## config.mk

```make
export PLATFORM = sky130hd
export DESIGN_NAME = fsd_pack
export DESIGN_NICKNAME = d
export VERILOG_FILES = /design/src/design/fsd_pkg.sv /design/src/design/fsd_pack.sv
export SDC_FILE = /design/constraint.sdc
export NUM_CORES = 1
export LEC_CHECK = 0
export ABC_AREA = 1
export BUFFER_PORTS_ARGS = -buffer_cell sky130_fd_sc_hd__buf_2
export CAP_MARGIN = 25
export CELL_PAD_IN_SITES_DETAIL_PLACEMENT = 2
export CELL_PAD_IN_SITES_GLOBAL_PLACEMENT = 2
export CORE_ASPECT_RATIO = 0.75
export CORE_MARGIN = 2
export CORE_UTILIZATION = 34
export CTS_BUF_LIST = sky130_fd_sc_hd__clkbuf_8
export DETAILED_ROUTE_END_ITERATION = 7
export PLACE_DENSITY_LB_ADDON = 0.1
export SYNTH_ARGS = -nofsm -noshare
export SYNTH_HDL_FRONTEND = slang
export SYNTH_SLANG_ARGS = --single-unit
```

## constraint.sdc

```tcl
create_clock -name clk -period 2.08 [get_ports clk]
set_input_delay 0.416 -clock clk [delete_from_list [all_inputs] [get_ports clk]]
set_output_delay 0.416 -clock clk [all_outputs]
set_load 0.02 [all_outputs]
```

## src/design/fsd_pkg.sv

```systemverilog
// Shared constants and types for the Floyd-Steinberg dither and pack block.
// No dependencies; imported by fsd_diffuse, fsd_pack and the top level.
package fsd_pkg;

	// Defaults of the top-level parameters
	localparam int LINE_DEPTH_DEF    = 512;
	localparam int FRACTION_BITS_DEF = 4;

	// Configuration registers
	localparam int PADDR_W      = 3;
	localparam int PDATA_W      = 32;
	localparam int WIDTH_REG_W  = 10;
	localparam int HEIGHT_REG_W = 16;
	localparam logic [WIDTH_REG_W-1:0]  WIDTH_RESET  = WIDTH_REG_W'(384);
	localparam logic [HEIGHT_REG_W-1:0] HEIGHT_RESET = HEIGHT_REG_W'(1);

	// Register index, taken from paddr[2]
	localparam logic REG_IMAGE_WIDTH  = 1'b0;
	localparam logic REG_IMAGE_HEIGHT = 1'b1;

	// Position flags of one pixel inside the frame
	typedef struct packed {
		logic first_row;
		logic last_row;
		logic last_col;
	} pix_ctl_t;

endpackage

```

## src/design/fsd_pack.sv

```systemverilog
// Bit packer and output register: eight pixels per byte, MSB first.
// Uses fsd_pkg for the pixel position flags.
module fsd_pack
	import fsd_pkg::*;
(
	input  logic       clk,
	input  logic       arst_n,
	input  logic       restart,
	input  logic       go,
	input  logic       black,
	input  pix_ctl_t   ctl,
	input  logic       byte_stall,
	output logic       byte_valid,
	output logic [7:0] packed_bits,
	output logic       row_done,
	output logic       frame_done
);

	logic [7:0] shift_q, shift_nxt;
	logic [2:0] fill_q;
	logic       emit;
	logic       ov_q;
	logic [7:0] bits_q;
	logic       row_q, frame_q;

	assign shift_nxt = shift_q | ({black, 7'b0} >> fill_q);
	assign emit      = (fill_q == 3'd7) || ctl.last_col;

	always_ff @(posedge clk or negedge arst_n) begin
		if (!arst_n) begin
			shift_q <= '0;
			fill_q  <= '0;
			ov_q    <= 1'b0;
		end else if (restart) begin
			shift_q <= '0;
			fill_q  <= '0;
		end else begin
			if (go) begin
				if (emit) begin
					shift_q <= '0;
					fill_q  <= '0;
				end else begin
					shift_q <= shift_nxt;
					fill_q  <= fill_q + 3'd1;
				end
			end
			if (go && emit) begin
				ov_q <= 1'b1;
			end else if (!byte_stall) begin
				ov_q <= 1'b0;
			end
		end
	end

	always_ff @(posedge clk) begin
		if (go && emit) begin
			bits_q  <= shift_nxt;
			row_q   <= ctl.last_col;
			frame_q <= ctl.last_col && ctl.last_row;
		end
	end

	assign byte_valid  = ov_q;
	assign packed_bits = bits_q;
	assign row_done    = row_q;
	assign frame_done  = frame_q;

endmodule

```

==> results.txt <==
----------------------------------------------------
[Route]
  Average wire length per cell after detail routing ... 14.1 µm
  Initial DRT Pass Iterations ... 3
  Antenna Violating Nets Remaining ... 0
  Total Routed Length ... 2.31 mm
  Overall via count from detail_route ... 772
  Via count normalized by instance count ... 4.71
  Post-route DRC ... 0
  DR iter-0 viols ... 22

[Pwr]
  Total power per unit cell area ... 688 nW/µm²
  Peak VDD IR ... 436 µV
  Leakage dissipation ... 0.652 nW

[Critical path]
  Worst path required time ... 2060 ps
  Total stage count of the critical path ... 5
  Gate family responsible for the most delay along the worst path ... flip-flops
  Worst setup SP type ... register
  Total buffers and inverters traversed by the critical path ... 1
  Worst reg2reg path startpoint ... fill_q[0]
  CP Cell Sequence ... ha_1 > ha_1 > nor2_1 > nor2_1 > buf_4
  Delay of the slowest cell on the worst path ... 510 ps
  Reg2reg path depth ... 5
  Crit Path Category ... reg -> reg
  Peak fanout along the critical path ... 8
  Critical path arrival ... 1710 ps
  CP Capture Type ... register
  Crit-path slowest cell ... dfrtp_1
  Timing startpoint of the critical path ... fill_q[0]

[Yosys]
  Synthesis warning total ... 0
  Top area cells in the synthesized netlist ... dfrtp_1 31%, edfxtp_1 31%, nand2_1 12%
  Number of different library cells in the post-synthesis netlist ... 15
  Post-Syn Area ... 982 µm²
  Largest area contributor in the netlist ... dfrtp_1
  Sequential element share of the synthesized area ... 61.1%
  Synth Instances ... 104
  Synth Register Bits ... 22
  Post-synthesis net count ... 115
  Area share of the largest cell type after synthesis ... 30.6%
  Mean instance size in the synthesized netlist ... 9.44 µm²

[Clock network]
  Number of gates resized after cts ... 0
  Root buffer selected by CTS ... clkbuf_8
  Buffer count from post-CTS setup fixing ... 0
  Clock Pin Slew Worst Setup and Hold Paths ... 70 ps
  Maximum buffer depth of the clock tree ... 2
  Hold buffer count at CTS ... 0
  CTS Sinks ... 22
  Clock Latency Late Sink ... 260 ps
  Number of H-tree branching levels ... 1
  Clock buffer count from CTS ... 3
  Clock tree from TritonCTS ... built

[Finish]
  Most frequent standard cell in the layout excluding fill and tap cells ... nand2_1
  Net count reported at finish ... 140
  Post-route cell area ... 1180 µm²
  Commonest cells after routing, fill and taps aside ... 32 x nand2_1, 19 x inv_1, 18 x buf_2
  Fraction of final layout cells sized beyond drive strength 1 ... 27.3%
  Number of diodes ... 0
  Layout area overhead ... 19.9%

[Global route]
  Antenna violations before repair ... 0
  Largest net degree at the start of global routing ... 13
  Global-route wire length before repair ... 3.80 mm
  Number of global-route vias before repair ... 806
  Global routing usage summed across all routing layers ... 15.8%
  Leftover overflow at the end of global routing ... 0

[Hold path]
  Type of the most critical hold path ... in -> async

[Floorplanning]
  Row cnt ... 16
  Starting Density ... 36.6%
  Floorplan die height ... 50.5 µm
  Area enclosed by the die boundary ... 3340 µm²
  Die width ... 66.1 µm
  Number of placed I/O pins ... 20
  Placeable core area ... 2680 µm²

[Place]
  Placed inst area ... 1130 µm²
  Half-perimeter wire length after placement ... 1.74 mm
  Port buffer count ... 18
  Routability congestion estimate ... 0.729

[STA]
  Unrepaired setup endpoints after global routing ... false
  Headroom to the max-slew limit ... 74.2%
  Max-slew violations ... 0
  Hold Violations, Final ... 0
  Final cycle utilization of the critical path ... 83.1%
  Setup skew after layout ... 2.13 ps
  Setup TNS ... 0 ps
  Tightest Pin Transition ... 387 ps
  Final critical delay including setup and external delays ... 1730 ps
  Upper clock frequency limit ... 578 MHz
  Number of setup violations in the final report ... 0

[Job]
  # Max-Cap Violations ... 0

[Outcome]
  Outcome ... finished clean

----------------------------------------------------
path summary, 6_finish.rpt:
kind	to	slack [ps]
max	frame_done	350
min	byte_valid	30
max reg2reg	frame_done	350
min reg2reg	byte_valid	500
max in group asynchronous	fill_q[2]	1830
min in group clk	byte_valid	380
registers in the layout, indices dropped and copies added, names as in the netlist:
register / cells
shift_q: 8
frame_done: 1
packed_bits: 8
fill_q: 3
byte_valid: 1
row_done: 1
cell usage after synthesis:
library cell  number
nand2_1           32
inv_1             19
dfrtp_1           12
edfxtp_1          10
nor2_1             7
inv_2              3
nand3_1            3
nand4_1            3
nor2_2             3
o21ai_0            3
ha_1               2
nand2_2            2
nand3_2            2
o21bai_2           2
o21ai_1            1
through the flow:
stage	setup slack [ps]	instances	hold WS (ps)	utilization, %	power (mW)
2_1_floorplan	404	104	120	-	0.521
3_3_place_gp	332	160	322	42.2	0.556
3_5_place_dp	333	160	319	42.2	0.561
4_1_cts	301	164	33.7	43.9	0.827
5_1_grt	202	164	36.4	43.9	0.851
6_report	351	164	28.2	43.9	0.810
report_power, final:
part / total (mW) / switching (mW) / internal (mW)
clock network: 0.261 / 0.129 / 0.132
logic: 0.0744 / 0.0516 / 0.0228
registers: 0.474 / 0.00682 / 0.467
total: 0.810 / 0.188 / 0.622
logic make-up after synthesis:
group,Yosys count,share of synthesized area (%)
AND/OR/NAND/NOR,52,23.6
buffers and inverters,22,8.41
flip-flops,22,61.1
AO/OA/AOI/OAI,6,4.33
adder cells (fa/ha/maj),2,2.55
area by class of cell:
type | instances | area [µm²]
Timing Repair Buffer | 20 | 105
Clock buffer | 3 | 41.3
Multi-Input combinational cell | 60 | 299
Clock inverter | 1 | 3.75
Fill cell | 329 | 1510
Inverter | 22 | 82.6
Sequential cell | 22 | 601
Tap cell | 36 | 45.0
routing by layer:
layer	share of wire, %	track usage (%)	wire length (µm)	up-vias
met5	0	0	0	-
met4	0.74	3.06	17	0
met3	3.8	4.71	88	5
met2	52	29.1	1210	13
met1	43	18.2	990	384
li1	-	-	-	370
Note: power is estimated with default switching activity, not from simulation.
