### config.mk
export PLATFORM = sky130hd
export DESIGN_NAME = fsd_diffuse
export DESIGN_NICKNAME = d
export VERILOG_FILES = /design/src/design/fsd_pkg.sv /design/src/design/fsd_diffuse.sv
export SDC_FILE = /design/constraint.sdc
export NUM_CORES = 1
export LEC_CHECK = 0
export ABC_AREA = 1
export BUFFER_PORTS_ARGS = -buffer_cell sky130_fd_sc_hd__buf_2
export CAP_MARGIN = 10
export CORE_UTILIZATION = 30
export CTS_BUF_LIST = sky130_fd_sc_hd__clkbuf_16
export DETAILED_ROUTE_END_ITERATION = 8
export PLACE_DENSITY = 0.45
export SLEW_MARGIN = 20
export SYNTH_ARGS = -nofsm -noshare
export SYNTH_HDL_FRONTEND = slang
export SYNTH_SLANG_ARGS = --single-unit
### constraint.sdc
create_clock -name clk -period 23.9 [get_ports clk]
set_input_delay 4.78 -clock clk [delete_from_list [all_inputs] [get_ports clk]]
set_output_delay 4.78 -clock clk [all_outputs]
set_load 0.02 [all_outputs]
### src/design/fsd_pkg.sv
// Shared constants and types for the Floyd-Steinberg dither and pack block.
// No dependencies; imported by fsd_diffuse, fsd_pack and the top level.
package fsd_pkg;

	// Defaults of the top-level parameters
	localparam int LINE_DEPTH_DEF    = 512;
	localparam int FRACTION_BITS_DEF = 4;

	// Configuration registers
	localparam int PADDR_W      = 3;
	localparam int PDATA_W      = 32;
	localparam int WIDTH_REG_W  = 10;
	localparam int HEIGHT_REG_W = 16;
	localparam logic [WIDTH_REG_W-1:0]  WIDTH_RESET  = WIDTH_REG_W'(384);
	localparam logic [HEIGHT_REG_W-1:0] HEIGHT_RESET = HEIGHT_REG_W'(1);

	// Register index, taken from paddr[2]
	localparam logic REG_IMAGE_WIDTH  = 1'b0;
	localparam logic REG_IMAGE_HEIGHT = 1'b1;

	// Position flags of one pixel inside the frame
	typedef struct packed {
		logic first_row;
		logic last_row;
		logic last_col;
	} pix_ctl_t;

endpackage

### src/design/fsd_diffuse.sv
// Error diffusion datapath: working value, threshold, 7/3/5/1 split.
// Uses fsd_pkg; feeds fsd_linebuf writes and the bit packer.
module fsd_diffuse
	import fsd_pkg::*;
#(
	parameter int FRACTION_BITS = FRACTION_BITS_DEF,
	parameter int CW            = 9
) (
	input  logic                              clk,
	input  logic                              arst_n,
	input  logic                              restart,
	input  logic                              go,
	input  logic [7:0]                        gray,
	input  logic [CW-1:0]                     col,
	input  pix_ctl_t                          ctl,
	input  logic signed [FRACTION_BITS+9:0]   line_err,
	output logic                              black,
	output logic                              wr_en,
	output logic [CW-1:0]                     wr_addr,
	output logic signed [FRACTION_BITS+9:0]   wr_data
);

	localparam int EB = FRACTION_BITS + 10;
	localparam int AW = EB + 4;
	localparam logic signed [AW-1:0] EMAX = AW'((1 << (EB - 1)) - 1);
	localparam logic signed [AW-1:0] EMIN = -EMAX - AW'(1);
	localparam logic signed [AW-1:0] HALF = AW'(255 << (FRACTION_BITS - 1));
	localparam logic signed [AW-1:0] FULL = AW'(255 << FRACTION_BITS);

	function automatic logic signed [AW-1:0] ext_f(input logic signed [EB-1:0] e);
		ext_f = {{(AW-EB){e[EB-1]}}, e};
	endfunction

	function automatic logic signed [EB-1:0] sat_f(input logic signed [AW-1:0] a);
		if (a > EMAX) begin
			sat_f = EMAX[EB-1:0];
		end else if (a < EMIN) begin
			sat_f = EMIN[EB-1:0];
		end else begin
			sat_f = a[EB-1:0];
		end
	endfunction

	logic signed [EB-1:0] rc_q, bp_q, br_q, edge_q;
	logic signed [AW-1:0] pix_w, line_w, v_w, vs_w, err_w;
	logic signed [AW-1:0] e3_w, e5_w, e7_w, f1_w, f3_w, f5_w, f7_w;
	logic signed [EB-1:0] v_sat, cur_err;

	assign pix_w  = {{(AW-8-FRACTION_BITS){1'b0}}, gray, {FRACTION_BITS{1'b0}}};
	// last column reads the edge register, first row reads nothing
	assign line_w = ctl.first_row ? '0 : ext_f(ctl.last_col ? edge_q : line_err);
	assign v_w    = pix_w + ext_f(rc_q) + line_w;
	assign v_sat  = sat_f(v_w);
	assign vs_w   = ext_f(v_sat);
	assign black  = !(vs_w > HALF);
	assign err_w  = black ? vs_w : vs_w - FULL;

	assign e3_w = (err_w <<< 1) + err_w;
	assign e5_w = (err_w <<< 2) + err_w;
	assign e7_w = (err_w <<< 3) - err_w;
	assign f1_w = err_w >>> 4;
	assign f3_w = e3_w >>> 4;
	assign f5_w = e5_w >>> 4;
	assign f7_w = e7_w >>> 4;

	assign cur_err = sat_f(ext_f(br_q) + f5_w);

	assign wr_en   = go && !ctl.last_row && (col != '0);
	assign wr_addr = col - CW'(1);
	assign wr_data = sat_f(ext_f(bp_q) + f3_w);

	always_ff @(posedge clk or negedge arst_n) begin
		if (!arst_n) begin
			rc_q <= '0;
			bp_q <= '0;
			br_q <= '0;
		end else if (restart) begin
			rc_q <= '0;
			bp_q <= '0;
			br_q <= '0;
		end else if (go) begin
			rc_q <= ctl.last_col ? '0 : sat_f(f7_w);
			if (ctl.last_row || ctl.last_col) begin
				bp_q <= '0;
				br_q <= '0;
			end else begin
				bp_q <= cur_err;
				br_q <= sat_f(f1_w);
			end
		end
	end

	// entry of the last column lives here, not in the line buffer
	always_ff @(posedge clk) begin
		if (go && ctl.last_col && !ctl.last_row) begin
			edge_q <= cur_err;
		end
	end

endmodule

==> results of run 1 <==
[metal layers]
layer | vias to the layer above | routed length, um | GRT usage (%)
met1 | 3183 | 11750 | 27.10
li1 | 3666 | - | -
met4 | 0 | 260 | 3.361
met3 | 16 | 766 | 1.955
met2 | 99 | 9853 | 30.50
met5 | - | 0 | 0
[cell type report]
class | instances | share of cell area [%]
clock buffers | 5 | 1.567
inverters | 122 | 5.735
clock inverters | 3 | 0.2977
repair buffers | 64 | 4.105
flip-flops and latches | 53 | 17.49
multi-input cells | 893 | 65.81
well taps | 319 | 4.998
[worst max-delay path by stage]
stage	endpoint	startpoint	slack, ns	cells after the start
after floorplan	wr_data[10]	ctl[0]	7.41	53
after global placement	wr_data[10]	ctl[0]	6.18	45
after detailed placement	wr_data[6]	ctl[0]	6.17	50
after CTS	wr_data[6]	ctl[0]	6.14	50
after global routing	wr_data[10]	ctl[0]	5.30	51
final	wr_data[6]	ctl[0]	6.07	50
[sequential cells by signal (all words and copies together) (netlist names)]
register  flops
bp_q         14
br_q         11
edge_q       14
rc_q         14
[per-stage QoR]
stage | area (um2) | utilization, %
4_1_cts | 7980 | 34.00
3_3_place_gp | 7831 | 33.36
3_5_place_dp | 7831 | 33.36
6_report | 7985 | 34.02
2_1_floorplan | 7199 | -
5_1_grt | 7985 | 34.02
[logic make-up (layout without fill, tap and decap cells)]
group / count (synthesis) / after routing / share of synthesized area (%)
AO/OA/AOI/OAI: 190 / 190 / 14.81
XOR/XNOR: 63 / 63 / 7.664
adder cells (fa/ha/maj): 103 / 103 / 19.05
buffers and inverters: 141 / 194 / 7.682
flip-flops: 53 / 53 / 19.40
AND/OR/NAND/NOR: 537 / 537 / 31.40
[worst register-to-register path, delay by kind of cell (launching register included)]
family	cells	cell delay [ns]
flops	1	0.32
simple gates	20	2.62
xor+xnor	2	0.33
buf+inv	4	0.60
fa+ha+maj	6	1.67
compound gates	11	2.54
[cell usage in the layout, fill, tap and decap left out, types with 2 or more instances in the layout]
cell type / instances
a22o_1: 2
xor2_1: 42
inv_2: 7
nand3b_1: 4
clkbuf_16: 5
nand2_1: 355
o21bai_1: 7
o211ai_1: 3
o21ai_0: 46
inv_1: 115
dfrtp_1: 39
xnor2_1: 21
nor3_1: 16
o21ai_4: 2
nor2_2: 4
buf_2: 61
fa_1: 11
buf_4: 3
o21a_1: 3
nand4_1: 7
or3_1: 3
nand3_2: 3
ha_1: 92
nor2_1: 58
o22ai_1: 2
nand3_1: 56
edfxtp_1: 14
o21ai_2: 2
nand2_2: 23
o21ai_1: 6
a31oi_1: 2
a21oi_2: 5
nor4_1: 2
a21oi_1: 104
==> results.cfg, run 1 <==
[critical_path]
max_stage_delay_ns = 0.40
worstPathRequired_ns = 19.12
cp-end-kind = output pin
slowest_stage = fa_1
cp_common_cell = nand2_1
r2r_cells = 43
crit_path_max_fanout = 16
worstSetupPathType = primary input to output pin
cp_top_family = simple AND/OR/NAND/NOR gates
crit-reg2reg-launch = edge_q[0]
reg2reg_slack_ns = 15.54
start_kind = primary input
cp.arrival_ns = 13.05
r2r_end = edge_q[2]
cp_num_buf_inv = 7

[synth]
yosys_warnings = 0
ys_async_sr_fraction_pct = 73.58
synth_area_leaders = nand2_1, ha_1, dfrtp_1
ys.flop_type = dfrtp_1
netlist_area_um2 = 7199
yosysMostFrequentCell = nand2_1
yosys.area.top_type_share_pct = 18.51
ys_types = 48
yosysSeqAreaShare_pct = 19.40
synth_nets = 1228
netlist_instances = 1087
synth.largest_area_cell = nand2_1
avgSynthCellArea_um2 = 6.623
synth_seq_cells = 53
synth_common_cells = nand2_1, inv_1, a21oi_1
synth-edff-count = 14

[die]
fp.dieW_um = 156.9
fp.coreArea_um2 = 23470
initial_utilization_pct = 30.67
io_pins = 63
dieArea_um2 = 24620
dieHeight_um = 156.9
rows = 56

[placement]
port-buffer-count = 62
placed_cells = 1451
dp_hpwl_um = 19440
gp_congestion = 0.9465
place_ws_ns = 6.173

[clock_network]
cts_buffers = 5
cts_tree = yes
cts_max_path_buffers = 2
postCtsHoldBufs = 0
h-tree-depth = 2
cts.reportedPaths.clkPinSlew_ns = 0.07
cts.sinks = 53
postCtsSetupRepairBufs = 0
insertion_delay_ns = 0.31
postCtsResizedCells = 0
cts-root-buf = clkbuf_16

[sta]
maxSlewViolCount = 0
fmax_ghz = 0.05608
setup_viol = 0
finalClockSkew_ns = 0.01173
hold_viol = 0
fin_hold_ws_ns = 0.4947
setup_slack_ns = 6.070
fin_crit_sh_pct = 74.60
period_needed_ns = 17.83
slew_headroom_pct = 51.34
rsz0062_at_grt = false
setup-tns-final_ns = 0
tightest_slew_ns = 0.7273

[route]
drt_first_pass_iters = 5
vias = 6964
wl_um = 22640
drt_iter0_drc = 382
ant_nets = 0
drc = 0
wl_per_cell_um = 15.51
via_per_inst = 4.773

[min_path]
hold_path.class = flip-flop to flip-flop
holdPathEnd = br_q[0]
hold_depth = 2
min_from = br_q[0]

[cells_and_area]
diodes = 0
fin_nets = 1280
final_cells = 1459
multi_input_area_um2 = 5255
layout-drive-gt1-share_pct = 10.88
nFillCells = 2669
area_delta_synth_final_pct = 10.91
regArea_um2 = 1396

[outcome]
status = finished, final reports clean

[grt]
grt_max_degree = 40
track_usage_pct = 18.85
grt_remaining_overflow = 0
grt_first_pass_wirelength_um = 35450
grt_pass1_vias = 6669
grt_antenna_before_repair = 0

[run]
drv_cap = 0
Power of run 1 is left out: the tool's default activity adds up to more than one toggle a clock period on the data nets, which glitch-free logic cannot reach.
==> inputs of run 2 (changes only) <==
--- a/config.mk
+++ b/config.mk
@@ -5,13 +5,13 @@
 export SDC_FILE = /design/constraint.sdc
 export NUM_CORES = 1
 export LEC_CHECK = 0
-export ABC_AREA = 1
+export ABC_AREA = 0
 export BUFFER_PORTS_ARGS = -buffer_cell sky130_fd_sc_hd__buf_2
 export CAP_MARGIN = 10
 export CORE_UTILIZATION = 30
 export CTS_BUF_LIST = sky130_fd_sc_hd__clkbuf_16
 export DETAILED_ROUTE_END_ITERATION = 8
-export PLACE_DENSITY = 0.45
+export PLACE_DENSITY = 0.46
 export SLEW_MARGIN = 20
 export SYNTH_ARGS = -nofsm -noshare
 export SYNTH_HDL_FRONTEND = slang
==> constraint.sdc (replaced) <==
create_clock -name clk -period 15.3 [get_ports clk]
set_input_delay 3.06 -clock clk [delete_from_list [all_inputs] [get_ports clk]]
set_output_delay 3.06 -clock clk [all_outputs]
set_load 0.02 [all_outputs]
==> results.cfg, run 2 <==
[outcome]
status = finished, final reports clean

[die]
dieHeight_um = 156.3
fp.coreArea_um2 = 23400
dieArea_um2 = 24430
initial_utilization_pct = 30.52
rows = 56
fp.dieW_um = 156.3
io_pins = 63

[route]
drt_iter0_drc = 469
vias = 6539
wl_per_cell_um = 17.42
ant_nets = 0
wl_um = 21670
drt_first_pass_iters = 5
via_per_inst = 5.256
drc = 0

[grt]
grt_first_pass_wirelength_um = 33610
track_usage_pct = 17.85
grt_remaining_overflow = 0
grt_antenna_before_repair = 0
grt_max_degree = 40
grt_pass1_vias = 6014

[synth]
yosys.area.top_type_share_pct = 16.12
ys.flop_type = dfrtp_1
yosysSeqAreaShare_pct = 19.55
avgSynthCellArea_um2 = 8.247
ys_async_sr_fraction_pct = 73.58
synth_seq_cells = 53
synth_area_leaders = ha_1, dfrtp_1, edfxtp_1
synth-edff-count = 14
synth.largest_area_cell = ha_1
netlist_area_um2 = 7142
synth_nets = 1007
yosysMostFrequentCell = ha_1
yosys_warnings = 0
synth_common_cells = ha_1, nor2_1, a21oi_1
ys_types = 79
netlist_instances = 866

[clock_network]
h-tree-depth = 2
postCtsHoldBufs = 0
cts-root-buf = clkbuf_16
postCtsResizedCells = 1
cts_buffers = 5
postCtsSetupRepairBufs = 0
cts_tree = yes
cts_max_path_buffers = 2
cts.reportedPaths.clkPinSlew_ns = 0.07
insertion_delay_ns = 0.30
cts.sinks = 53

[cells_and_area]
diodes = 0
largest_registers = bp_q: 14 flops, edge_q: 14 flops, rc_q: 14 flops
fin_area_um2 = 8050
fin_nets = 1065
final_cells = 1244
area_delta_synth_final_pct = 12.72
final_common_cell = ha_1
layout-drive-gt1-share_pct = 13.19
final_cell_mix = ha_1, nor2_1, a21oi_1, nand2_1, buf_2

[critical_path]
crit_path_max_fanout = 14
cp_common_cell = a21oi_1
cp.arrival_ns = 11.61
cp_top_family = compound AO/OA/AOI/OAI gates
worstSetupPathType = primary input to output pin
cp_num_buf_inv = 5
max_stage_delay_ns = 0.59
worstPathRequired_ns = 12.24
slowest_stage = or4b_2
start_kind = primary input
cp-end-kind = output pin

[sta]
rsz0062_at_grt = false
finalClockSkew_ns = 0.009663
period_needed_ns = 14.67
maxSlewViolCount = 0
fin_crit_sh_pct = 95.87
slew_headroom_pct = 31.56
fin_hold_ws_ns = 0.4975
setup_viol = 0
tightest_slew_ns = 1.019
fmax_ghz = 0.06817
hold_viol = 0
setup_slack_ns = 0.6314

[placement]
placed_cell_area_um2 = 7870
port-buffer-count = 62
dp_hpwl_um = 17800
gp_congestion = 0.8827
place_ws_ns = -0.04230
placed_cells = 1236

[run]
drv_cap = 0

[min_path]
hold_path.class = flip-flop to flip-flop
==> run 2: path summary, 6_finish.rpt <==
check	start	end	slack (ns)	depth (start not counted)
max	ctl[0]	wr_data[11]	0.63	37
min	rc_q[0]	rc_q[0]	0.50	2
max reg2reg	edge_q[4]	bp_q[9]	5.96	34
min reg2reg	rc_q[0]	rc_q[0]	0.50	2
max in group asynchronous	arst_n	bp_q[5]	12.16	1
min in group asynchronous	arst_n	rc_q[12]	2.75	1
==> run 2: per-stage QoR <==
step	TNS, ns	util, %
3_3_place_gp	0	33.63
5_1_grt	0	34.40
4_1_cts	0	34.26
3_5_place_dp	-0.3215	33.63
2_1_floorplan	0	-
6_report	0	34.40
==> run 2: kinds of logic (layout without fill, tap and decap cells) <==
logic type / after synthesis / after routing / synth area share, %
AOI/OAI and AO/OA: 263 / 263 / 26.09
xor gates and xnor gates: 61 / 61 / 7.481
muxes: 24 / 24 / 3.381
buffers and inverters: 80 / 139 / 4.345
adders and majority gates: 111 / 111 / 20.32
and+or+nand+nor: 274 / 274 / 18.83
DFF: 53 / 53 / 19.55
==> run 2: cell type report <==
type | instances | area [um2]
Fill cell | 2461 | 15350
Multi-Input combinational cell | 733 | 5466
Sequential cell | 53 | 1396
Timing Repair Buffer | 80 | 450.4
Tap cell | 319 | 399.1
Inverter | 51 | 191.4
Clock buffer | 5 | 125.1
Clock inverter | 3 | 21.27
==> run 2: metal layers <==
layer,global-route usage (%),wire length [um]
met2,28.34,9560
met3,1.440,723
met4,4.482,452
met1,25.88,10940
met5,0,0
==> run 2: worst reg2reg max path, delay by kind of cell, from the launching register on <==
kind            cells  cell delay (ns)
buf+inv             2             0.13
simple gates        9             2.66
xor+xnor            1             0.18
compound gates     16             4.10
fa+ha+maj           5             1.75
mux                 1             0.07
flops               1             0.33
Power of run 2 is left out for the same reason.
==> inputs of run 3 (changes only) <==
--- a/config.mk
+++ b/config.mk
@@ -11,7 +11,7 @@
 export CORE_UTILIZATION = 30
 export CTS_BUF_LIST = sky130_fd_sc_hd__clkbuf_16
 export DETAILED_ROUTE_END_ITERATION = 8
-export PLACE_DENSITY = 0.46
+export PLACE_DENSITY = 0.45
 export SLEW_MARGIN = 20
 export SYNTH_ARGS = -nofsm -noshare
 export SYNTH_HDL_FRONTEND = slang
==> constraint.sdc (replaced) <==
create_clock -name clk -period 14.8 [get_ports clk]
set_input_delay 2.96 -clock clk [delete_from_list [all_inputs] [get_ports clk]]
set_output_delay 2.96 -clock clk [all_outputs]
set_load 0.02 [all_outputs]
==> results.cfg, run 3 (synthesis results as in run 2) <==
[critical_path]
slowest_stage = fa_1
worstSetupPathType = primary input to output pin
crit_path_max_fanout = 13
cp_top_family = compound AO/OA/AOI/OAI gates
cp-end-kind = output pin
max_stage_delay_ns = 0.45
worstPathRequired_ns = 11.84
r2r_end = bp_q[6]
cp_num_buf_inv = 7
r2r_cells = 34
crit-reg2reg-launch = edge_q[4]
cp.arrival_ns = 11.21
reg2reg_slack_ns = 5.59
start_kind = primary input

[route]
drt_first_pass_iters = 5
wl_um = 21620
wl_per_cell_um = 17.21
ant_nets = 0
drt_iter0_drc = 358
via_per_inst = 5.147
drc = 0
vias = 6465

[sta]
period_needed_ns = 14.17
setup-tns-final_ns = 0
fin_crit_sh_pct = 95.76
tightest_slew_ns = 0.9906
hold_viol = 0
setup_slack_ns = 0.6280
fmax_ghz = 0.07056
finalClockSkew_ns = 0.007499
setup_viol = 0
rsz0062_at_grt = false
maxSlewViolCount = 0
slew_headroom_pct = 33.49

[placement]
port-buffer-count = 62
dp_hpwl_um = 17710
gp_congestion = 0.8245
place_ws_ns = -0.07874

[grt]
grt_antenna_before_repair = 0
grt_remaining_overflow = 0
track_usage_pct = 17.79
grt_pass1_vias = 6117
grt_max_degree = 40
grt_first_pass_wirelength_um = 33640

[cells_and_area]
multi_input_area_um2 = 5492
diodes = 0
layout-drive-gt1-share_pct = 14.51
largest_registers = bp_q: 14 flops, edge_q: 14 flops, rc_q: 14 flops
regArea_um2 = 1396
utilization_pct = 34.97
area_delta_synth_final_pct = 14.59
final_cell_mix = ha_1, nor2_1, a21oi_1, nand2_1, buf_2
final_common_cell = ha_1
nFillCells = 2558
fin_nets = 1077

[clock_network]
cts_tree = yes
cts_buffers = 5
cts.sinks = 53
cts-root-buf = clkbuf_16
h-tree-depth = 2
cts.reportedPaths.clkPinSlew_ns = 0.07
insertion_delay_ns = 0.30
postCtsHoldBufs = 0
cts_max_path_buffers = 2

[die]
io_pins = 63
dieHeight_um = 156.3
fp.dieW_um = 156.3
dieArea_um2 = 24430
rows = 56
fp.coreArea_um2 = 23400
initial_utilization_pct = 30.52

[outcome]
status = finished, final reports clean

[min_path]
min_from = bp_q[9]
hold_depth = 2
hold_path.class = flip-flop to flip-flop
holdPathEnd = bp_q[9]

[run]
drv_cap = 0
## run 3: changes by cell type in the layout (fill, tap and decap cells not counted), sizes merged
cell      previous run  this run
buf                 79        91
clkinvlp             1         0
bufinv               0         1
## run 3: metal layers
layer	GRT usage [%]	wire, um	part of all wire [%]	vias to the layer above
met5	0	0	0	-
met4	1.961	96	0.44	0
met3	1.745	702	3.2	10
met2	29.78	9915	46	117
met1	25.29	10900	50	3005
li1	-	-	-	3333
## run 3: how the worst max path moves through the flow
stage	startpoint	to	slack, ns	cells past startpoint
floorplan	ctl[0]	wr_data[10]	0.01	39
global placement	ctl[0]	wr_data[11]	0.09	38
detailed placement	ctl[0]	wr_data[0]	-0.08	38
CTS	ctl[0]	wr_data[0]	0.02	39
global route	ctl[0]	wr_data[3]	0.03	42
finish	ctl[0]	wr_data[11]	0.63	42
## run 3: area by class of cell
type / instances / area share, %
Multi-Input combinational cell: 733 / 67.10
Sequential cell: 53 / 17.06
Timing Repair Buffer: 92 / 6.574
Tap cell: 319 / 4.877
Inverter: 51 / 2.339
Clock buffer: 5 / 1.529
Clock inverter: 3 / 0.5198
## run 3: through the flow
step | hold WS [ns] | instances | area [um2]
after floorplan | 0.4498 | 866 | 7146
after global placement | 0.4748 | 1246 | 7945
after detailed placement | 0.4863 | 1246 | 7945
after CTS | 0.5019 | 1254 | 8119
after global routing | 0.5256 | 1256 | 8184
final | 0.4953 | 1256 | 8184
## run 3: worst min-delay path, cell delays in order (launching register included)
cell and delay (ns):
dfrtp_1 0.35, nand2_1 0.05, o21ai_0 0.06
## run 3: what timing repair did
| item | 4_1_cts | 5_1_grt |
|---|---|---|
| gates resized for setup | 2 | 11 |
| buffers inserted | 0 | 2 |
| pin swaps | 0 | 2 |
| endpoints found under the setup margin | 13 | 14 |
Power of run 3 is left out for the same reason.
